### config.mk
export PLATFORM = sky130hd
export DESIGN_NAME = int16_stack_vm_alu
export DESIGN_NICKNAME = d
export VERILOG_FILES = /design/src/hdl/isva_pkg.sv /design/src/hdl/isva_div_pipe.sv /design/src/hdl/int16_stack_vm_alu.sv
export SDC_FILE = /design/constraint.sdc
export NUM_CORES = 2
export LEC_CHECK = 0
export ABC_CLOCK_PERIOD_IN_PS = 36200
export BUFFER_PORTS_ARGS = -buffer_cell sky130_fd_sc_hd__buf_4
export CELL_PAD_IN_SITES_DETAIL_PLACEMENT = 0
export CELL_PAD_IN_SITES_GLOBAL_PLACEMENT = 1
export CORE_ASPECT_RATIO = 0.6
export CORE_MARGIN = 4
export CORE_UTILIZATION = 40
export DETAILED_ROUTE_END_ITERATION = 8
export HOLD_SLACK_MARGIN = 0.12
export PLACE_DENSITY = 0.73
export SLEW_MARGIN = 10
export SYNTH_ARGS = -nofsm -noshare
export SYNTH_HDL_FRONTEND = slang
export SYNTH_HIERARCHICAL = 1
export SYNTH_SLANG_ARGS = --single-unit
### constraint.sdc
create_clock -name aclk -period 36.2 [get_ports aclk]
set_clock_uncertainty 0.05 [all_clocks]
set_input_delay 7.24 -clock aclk [delete_from_list [all_inputs] [get_ports aclk]]
set_output_delay 7.24 -clock aclk [all_outputs]
set_load 0.1 [all_outputs]
### src/hdl/isva_pkg.sv
// shared types, operation codes and the divider step for the stack vm alu
package isva_pkg;

    localparam int DataW = 16;
    localparam int FuncW = 5;
    localparam int ShamtW = 8;
    // divide steps per pipeline stage
    localparam int DivStepsPerStage = 4;
    localparam int DivStages = DataW / DivStepsPerStage;

    localparam logic [FuncW-1:0] OP_ADD   = 5'd0;
    localparam logic [FuncW-1:0] OP_SUB   = 5'd1;
    localparam logic [FuncW-1:0] OP_MUL   = 5'd2;
    localparam logic [FuncW-1:0] OP_DIV   = 5'd3;
    localparam logic [FuncW-1:0] OP_MOD   = 5'd4;
    localparam logic [FuncW-1:0] OP_EQ    = 5'd5;
    localparam logic [FuncW-1:0] OP_GT    = 5'd6;
    localparam logic [FuncW-1:0] OP_LT    = 5'd7;
    localparam logic [FuncW-1:0] OP_LE    = 5'd8;
    localparam logic [FuncW-1:0] OP_GE    = 5'd9;
    localparam logic [FuncW-1:0] OP_NE    = 5'd10;
    localparam logic [FuncW-1:0] OP_AND   = 5'd11;
    localparam logic [FuncW-1:0] OP_OR    = 5'd12;
    localparam logic [FuncW-1:0] OP_XOR   = 5'd13;
    localparam logic [FuncW-1:0] OP_MIN   = 5'd14;
    localparam logic [FuncW-1:0] OP_MAX   = 5'd15;
    localparam logic [FuncW-1:0] OP_NOT   = 5'd16;
    localparam logic [FuncW-1:0] OP_ABS   = 5'd17;
    localparam logic [FuncW-1:0] OP_NEG   = 5'd18;
    localparam logic [FuncW-1:0] OP_SHIFT = 5'd19;

    typedef struct packed {
        logic [FuncW-1:0]         func;
        logic signed [DataW-1:0]  left_operand;
        logic signed [DataW-1:0]  right_operand;
        logic signed [ShamtW-1:0] shift_amount;
    } in_word_t;

    typedef struct packed {
        logic signed [DataW-1:0] result_value;
        logic                    result_is_byte;
        logic                    divide_by_zero;
    } out_word_t;

    // magnitude divider state carried through the pipeline
    typedef struct packed {
        logic [DataW-1:0] quo;   // dividend bits shift out, quotient bits shift in
        logic [DataW-1:0] rem;
        logic [DataW-1:0] dvs;
    } div_state_t;

    // one restoring division step
    function automatic div_state_t div_step(div_state_t s);
        div_state_t    n;
        logic [DataW:0] trial;
        logic [DataW:0] part;
        part  = {s.rem, s.quo[DataW-1]};
        trial = part - {1'b0, s.dvs};
        n.dvs = s.dvs;
        if (!trial[DataW]) begin
            n.rem = trial[DataW-1:0];
            n.quo = {s.quo[DataW-2:0], 1'b1};
        end else begin
            n.rem = part[DataW-1:0];
            n.quo = {s.quo[DataW-2:0], 1'b0};
        end
        return n;
    endfunction

endpackage

### src/hdl/isva_div_pipe.sv
// pipelined 16-bit unsigned restoring divider, four quotient bits per stage
module isva_div_pipe (
    input  logic                         aclk,
    input  logic                         en,
    input  logic [isva_pkg::DataW-1:0]   dividend,
    input  logic [isva_pkg::DataW-1:0]   divisor,
    output logic [isva_pkg::DataW-1:0]   quotient,
    output logic [isva_pkg::DataW-1:0]   remainder
);

    isva_pkg::div_state_t stage_reg [isva_pkg::DivStages];
    isva_pkg::div_state_t stage_next [isva_pkg::DivStages];

    always_comb begin
        isva_pkg::div_state_t s;
        for (int k = 0; k < isva_pkg::DivStages; k++) begin
            if (k == 0) begin
                s.quo = dividend;
                s.rem = '0;
                s.dvs = divisor;
            end else begin
                s = stage_reg[k-1];
            end
            for (int j = 0; j < isva_pkg::DivStepsPerStage; j++) begin
                s = isva_pkg::div_step(s);
            end
            stage_next[k] = s;
        end
    end

    always_ff @(posedge aclk) begin
        if (en) begin
            for (int k = 0; k < isva_pkg::DivStages; k++) begin
                stage_reg[k] <= stage_next[k];
            end
        end
    end

    assign quotient  = stage_reg[isva_pkg::DivStages-1].quo;
    assign remainder = stage_reg[isva_pkg::DivStages-1].rem;

endmodule

### src/hdl/int16_stack_vm_alu.sv
// Signed 16-bit stack vm alu: a six-stage pipeline that takes one word per cycle. Stage one
// takes operand magnitudes and works the simple operations, four divider stages
// each resolve four quotient bits, and the last stage fixes signs and selects the result.
// Throughput is one word per cycle while the pipeline is not stalled, set by the pipelined
// divider. The whole pipeline advances together when the output register is free or being
// read, so s_ready falls only while the output word waits.
module int16_stack_vm_alu (
    input  logic                aclk,
    input  logic                aresetn,
    input  logic                s_valid,
    output logic                s_ready,
    input  isva_pkg::in_word_t  s_data,
    output logic                m_valid,
    input  logic                m_ready,
    output isva_pkg::out_word_t m_data
);

    localparam int Depth = isva_pkg::DivStages + 2;
    localparam int W = isva_pkg::DataW;

    // per-word side data carried alongside the divider
    typedef struct packed {
        logic [isva_pkg::FuncW-1:0] func;
        logic [W-1:0]               simple;    // result of non-divide operations
        logic                       is_byte;
        logic                       zero_div;
        logic                       neg_quo;
        logic                       neg_rem;
    } side_t;

    logic              advance;
    logic [Depth-1:0]  valid_reg;
    side_t             side_reg [Depth-1];
    side_t             side0_next;
    logic [W-1:0]      mag_l_reg, mag_r_reg;
    logic [W-1:0]      mag_l_next, mag_r_next;
    logic [W-1:0]      quo, rem;
    isva_pkg::out_word_t out_reg, out_next;

    assign advance = !valid_reg[Depth-1] || m_ready;
    assign s_ready = advance;
    assign m_valid = valid_reg[Depth-1];
    assign m_data  = out_reg;

    // stage one: simple operations and magnitudes
    always_comb begin
        logic signed [W-1:0]   l, r;
        logic signed [2*W-1:0] prod;
        logic signed [W-1:0]   amt;
        logic [3:0]            rsh;
        l = s_data.left_operand;
        r = s_data.right_operand;
        prod = l * r;
        amt = W'(s_data.shift_amount);
        rsh = '0;
        side0_next = '0;
        side0_next.func = s_data.func;
        unique case (s_data.func)
            isva_pkg::OP_ADD: side0_next.simple = l + r;
            isva_pkg::OP_SUB: side0_next.simple = l - r;
            isva_pkg::OP_MUL: side0_next.simple = prod[W-1:0];
            isva_pkg::OP_EQ: begin
                side0_next.simple = W'(l == r);
                side0_next.is_byte = 1'b1;
            end
            isva_pkg::OP_GT: begin
                side0_next.simple = W'(l > r);
                side0_next.is_byte = 1'b1;
            end
            isva_pkg::OP_LT: begin
                side0_next.simple = W'(l < r);
                side0_next.is_byte = 1'b1;
            end
            isva_pkg::OP_LE: begin
                side0_next.simple = W'(l <= r);
                side0_next.is_byte = 1'b1;
            end
            isva_pkg::OP_GE: begin
                side0_next.simple = W'(l >= r);
                side0_next.is_byte = 1'b1;
            end
            isva_pkg::OP_NE: begin
                side0_next.simple = W'(l != r);
                side0_next.is_byte = 1'b1;
            end
            isva_pkg::OP_AND: side0_next.simple = l & r;
            isva_pkg::OP_OR:  side0_next.simple = l | r;
            isva_pkg::OP_XOR: side0_next.simple = l ^ r;
            isva_pkg::OP_MIN: side0_next.simple = (l <= r) ? l : r;
            isva_pkg::OP_MAX: side0_next.simple = (l >= r) ? l : r;
            isva_pkg::OP_NOT: side0_next.simple = ~r;
            isva_pkg::OP_ABS: side0_next.simple = r[W-1] ? -r : r;
            isva_pkg::OP_NEG: side0_next.simple = -r;
            isva_pkg::OP_SHIFT: begin
                if (!amt[W-1]) begin
                    side0_next.simple = (amt >= 16) ? '0 : W'(l << amt[3:0]);
                end else begin
                    // right by magnitude, clamped to 15
                    rsh = (amt <= -16'sd15) ? 4'd15 : 4'((-amt));
                    side0_next.simple = l >>> rsh;
                end
            end
            default: side0_next.simple = '0;
        endcase
        side0_next.zero_div = (r == '0) &&
            (s_data.func == isva_pkg::OP_DIV || s_data.func == isva_pkg::OP_MOD);
        side0_next.neg_quo = l[W-1] ^ r[W-1];
        side0_next.neg_rem = l[W-1];
        mag_l_next = l[W-1] ? W'(-l) : l;
        mag_r_next = r[W-1] ? W'(-r) : r;
    end

    isva_div_pipe u_div (
        .aclk      (aclk),
        .en        (advance),
        .dividend  (mag_l_reg),
        .divisor   (mag_r_reg),
        .quotient  (quo),
        .remainder (rem)
    );

    // last stage: sign fixup and result select
    always_comb begin
        side_t t;
        t = side_reg[Depth-2];
        out_next.result_is_byte = t.is_byte;
        out_next.divide_by_zero = t.zero_div;
        if (t.zero_div) begin
            out_next.result_value = '0;
        end else if (t.func == isva_pkg::OP_DIV) begin
            out_next.result_value = t.neg_quo ? -quo : quo;
        end else if (t.func == isva_pkg::OP_MOD) begin
            out_next.result_value = t.neg_rem ? -rem : rem;
        end else begin
            out_next.result_value = t.simple;
        end
    end

    always_ff @(posedge aclk) begin
        if (!aresetn) begin
            valid_reg <= '0;
        end else if (advance) begin
            valid_reg <= {valid_reg[Depth-2:0], s_valid};
        end
    end

    always_ff @(posedge aclk) begin
        if (advance) begin
            side_reg[0] <= side0_next;
            for (int k = 1; k < Depth-1; k++) begin
                side_reg[k] <= side_reg[k-1];
            end
            mag_l_reg <= mag_l_next;
            mag_r_reg <= mag_r_next;
            out_reg   <= out_next;
        end
    end

endmodule

# --- After elaboration in Yosys (flattened, before gate mapping) ---
# Memories as Yosys holds them, arrays and structs flattened.
# Index checks and enable logic that the tools add are counted.
word_totals:
  regBits: 56
  ramBits: 317
  output_inout_bits: 20
  word_cells: 107
  n_memories: 2
op_classes:
  addsub: 23
  multipliers: 1
  n_lt_le_gt_ge: 6
  n_eq_ne: 23
  shifts: 2
  n_mux: 31
  bitwise_logic: 5
  n_reduce_logical: 7
mem_list:
  columns: ["memory", "words", "width", "read_ports", "rd_ports_with_merged_regs", "wr", "line_no", "source"]
  rows:
  - ["u_div.stage_reg", 4, 48, 4, 0, 4, "isva_div_pipe.sv:11", "isva_pkg::div_state_t stage_reg [isva_pkg::DivStages];"]
  - ["side_reg", 5, 25, 5, 0, 5, "int16_stack_vm_alu.sv:33", "side_t side_reg [Depth-1];"]
ops:
  columns: ["op", "count"]
  rows:
  - ["$pmux 16 s18", 1]
  - ["$mux 17", 16]
  - ["$sub 17x16->17", 15]
  - ["$mux 16", 9]
  - ["$neg 16->16", 4]
  - ["$eq 5x4->1 const B", 8]
  - ["$eq 5x3->1 const B", 5]
  - ["$eq 5x5->1 const B", 4]
  - ["$sub 1x16->17", 1]
  - ["$add 16x16->16", 1]
  - ["$and 16x16->16", 1]
  - ["$eq 16x16->1", 1]
  - ["$ge 16x16->1", 1]
  - ["$gt 16x16->1", 1]
  - ["$le 16x16->1", 1]
  - ["$logic_not 16->1", 1]
  - ["$lt 16x16->1", 1]
  - ["$mul 16x16->16", 1]
  - ["$ne 16x16->1", 1]
  - ["$not 16->16", 1]
  - ["$or 16x16->16", 1]
  - ["$shl 16x4->16", 1]
  - ["$sshr 16x4->16", 1]
  - ["$sub 16x16->16", 1]
  - ["15 further kinds", 20]

# --- Depth between registers and ports, before layout ---
# An unclocked memory read counts as a cell.
depth:
  word_depth: 9
  ltp_mapped: 56

# --- Hierarchy ---
# The synthesis kept the hierarchy.
by_module_without_submodules:
  columns: ["module", "instances", "cells_per_inst", "area_per_inst_um2", "seq_area_each_um2"]
  rows:
  - ["isva_div_pipe", 1, 2371, 20066.7, 5285.1]
  - ["int16_stack_vm_alu", 1, 1691, 16104.2, 5375.2]

# --- Worst setup path after synthesis ---
# No wires, ideal clock.
synth_timing:
  path_type: "in2out"
  from: "input m_ready"
  to: "output s_ready"
  t_arrival_ns: 14.823
  slack_ns: 14.087
  stages: 3
  n_path_buf: 1
  path_cell_list: "nor2b_1 clkbuf_1 inv_1"
synth_via:
  elab_chain_len: 1
synth_lines:
  columns: ["element", "line_no", "source"]
  rows:
  - ["from (decl)", "int16_stack_vm_alu.sv:14", "input logic m_ready,"]
  - ["$logic_or 1x1->1", "int16_stack_vm_alu.sv:40", "assign advance = !valid_reg[Depth-1] || m_ready;"]
  - ["to (decl)", "int16_stack_vm_alu.sv:11", "output logic s_ready,"]
# No other way between the ends.

# --- Worst setup path after layout ---
# Ends and elaborated chain as after synthesis.

==> results.yml <==
drt:
  drt_pass1_iterations: 9
  wl_met1_um: 57300
  highest_layer: "met5"
  drt-vias-per-instance: 5.67
  via_count: 30000
  ant_nets: 0
  first_iter_violations: 2684
  wl_per_cell_um: 21.0
  dr_wl_met2_um: 39800
  drt-total-wl_um: 111000
  drc: 0
  wl_met3_um: 12200
timing:
  finalCritPeriodShare_pct: 44.3
  period_needed_ps: 16030
  finalHoldViolations: 0
  drv_slew: 0
  fmax_mhz: 62.4
  rsz0062_at_grt: "no"
  setup_tns_ps: 0
  setup_violations: 0
  worst_slew_pin_slew_ps: 1070
  slew_headroom_pct: 28.3
placement:
  io_buffers: 68
  dp_hpwl_um: 87100
  gp_congestion: 1.01
logic_synthesis:
  ys_seq_area_share_pct: 29.5
  synth_top_cell_area_share_pct: 29.1
  ys_types: 106
  syn_area_per_cell_um2: 8.90
  synth_area_mm2: 0.0362
  yosysWarningCount: 6
  yosys.area.top_type: "edfxtp_1"
  synthArstFlopShare_pct: 0
  synth_most_common_cell: "nand2_1"
  synth-seq-cells: 357
  ys.flop_type: "edfxtp_1"
  synth_commonest_cells: "454 x nand2_1, 358 x ha_1, 351 x edfxtp_1"
  synth.area.top_cells: "edfxtp_1 29%, ha_1 12%, fa_1 5.3%"
  postSynthCellCount: 4062
  synth_edf_count: 351
clock_tree:
  clk_latency_ps: 560
  ctsHoldBuffers: 0
  cts_tree: "yes"
  cts_buffers: 36
  cts_buffer_depth: 3
  cts-htree-levels: 2
  clock_sinks: 357
  cts-root-buf: "clkbuf_16"
  post_cts_resized: 0
  cts.reportedPaths.clkPinSlew_ps: 60
  postCtsSetupRepairBufs: 0
final_layout:
  syn_to_final_growth_pct: 8.07
  drive_gt1_share_pct: 6.79
  largest_reg_flops: 176
  n_antenna_cell: 0
  n_fill_cell: 8820
  final_nets: 4553
setup_path:
  slowest_stage: "nor2b_1"
  worstPathMaxFanout: 92
  cp.arrival_ps: 8740
  cp_common_cell: "buf_4"
  cp-end-kind: "output port"
  cp.buffers_inverters: 3
  r2r_slack_ps: 21510
  crit_path_start_kind: "input port"
  path_delay_family: "buffers and inverters"
  worstPathRequired_ps: 28910
  critPathMaxStageDelay_ps: 580
  worstPathCellList: "buf_4 > nor2b_1 > inv_8 > buf_4"
  critPathKind: "input port to output port"
die:
  start_util_pct: 40.3
  die-area_mm2: 0.0955
  rows: 85
  die_h_um: 241
  die_width_um: 396
  ioPinCount: 69
  coreArea_mm2: 0.0897
run_status:
  status: "finished clean"
run:
  drv_cap: 0
grt:
  gr-usage-all-layers_pct: 22.8
  overflow: 0
  antenna_found_initial: 0
  grt_pass1_vias: 27600
  grt_max_degree: 93
  grt_pass1_wl_um: 169000
worst_hold_path:
  hold_class: "flip-flop to flip-flop"
==> through the flow <==
stage               util (%)  hold slack, ps  area, µm²  cells  setup slack [ps]
CTS                     43.6             358      39100   5295             20170
global route            43.6             368      39100   5295             20040
finish                  43.6             357      39100   5295             20170
floorplan                  -             350      36200   4068             14090
global placement        42.3             350      37900   5230             20260
detailed placement      42.3             355      37900   5230             20180
==> routing by layer <==
layer | up-vias | track usage [%]
met5 | - | 1.54
met4 | 2 | 3.90
met3 | 110 | 8.11
met2 | 1078 | 28.4
met1 | 14200 | 36.5
li1 | 14600 | -
==> placed cells by master (no fill, tap or decap), types with 57 or more instances in the layout <==
cell	Yosys	final
a211oi_1	60	60
a21o_1	72	72
a21oi_1	234	234
buf_4	0	102
edfxtp_1	351	351
fa_1	96	96
ha_1	358	358
inv_1	345	344
mux2i_1	89	89
nand2_1	454	454
nand3_1	105	105
nor2_1	336	336
nor3_1	57	57
o21ai_0	226	225
xnor2_1	194	194
xor2_1	110	106
==> cell type report <==
type                            instances  area [µm²]  share of cell area, %
Clock buffer                           44         951                   2.43
Timing Repair Buffer                  102         766                   1.96
Tap cell                             1218        1520                   3.90
Sequential cell                       357       10700                   27.3
Clock inverter                         21         226                  0.579
Inverter                              354        1340                   3.42
Multi-Input combinational cell       3199       23600                   60.4
==> final timing paths <==
| check | from | endpoint | depth (start not counted) |
|---|---|---|---|
| worst max-delay path | m_ready | s_ready | 4 |
| worst min-delay path | u_div/stage_reg[2][42] | u_div/stage_reg[3][46] | 0 |
| worst max register to register | u_div/stage_reg[0][1] | u_div/stage_reg[1][17] | 50 |
| worst min register to register | u_div/stage_reg[2][42] | u_div/stage_reg[3][46] | 0 |
==> cells by family after synthesis <==
logic type	synth area share, %
simple gates	16.0
mux	4.40
buf+inv	5.46
flops	29.5
fa+ha+maj	17.7
other cells	0.0104
compound gates	19.5
xor+xnor	7.50
Power is not shown: default switching activity piles up to over one toggle a cycle in this logic, so the estimate is an artifact.
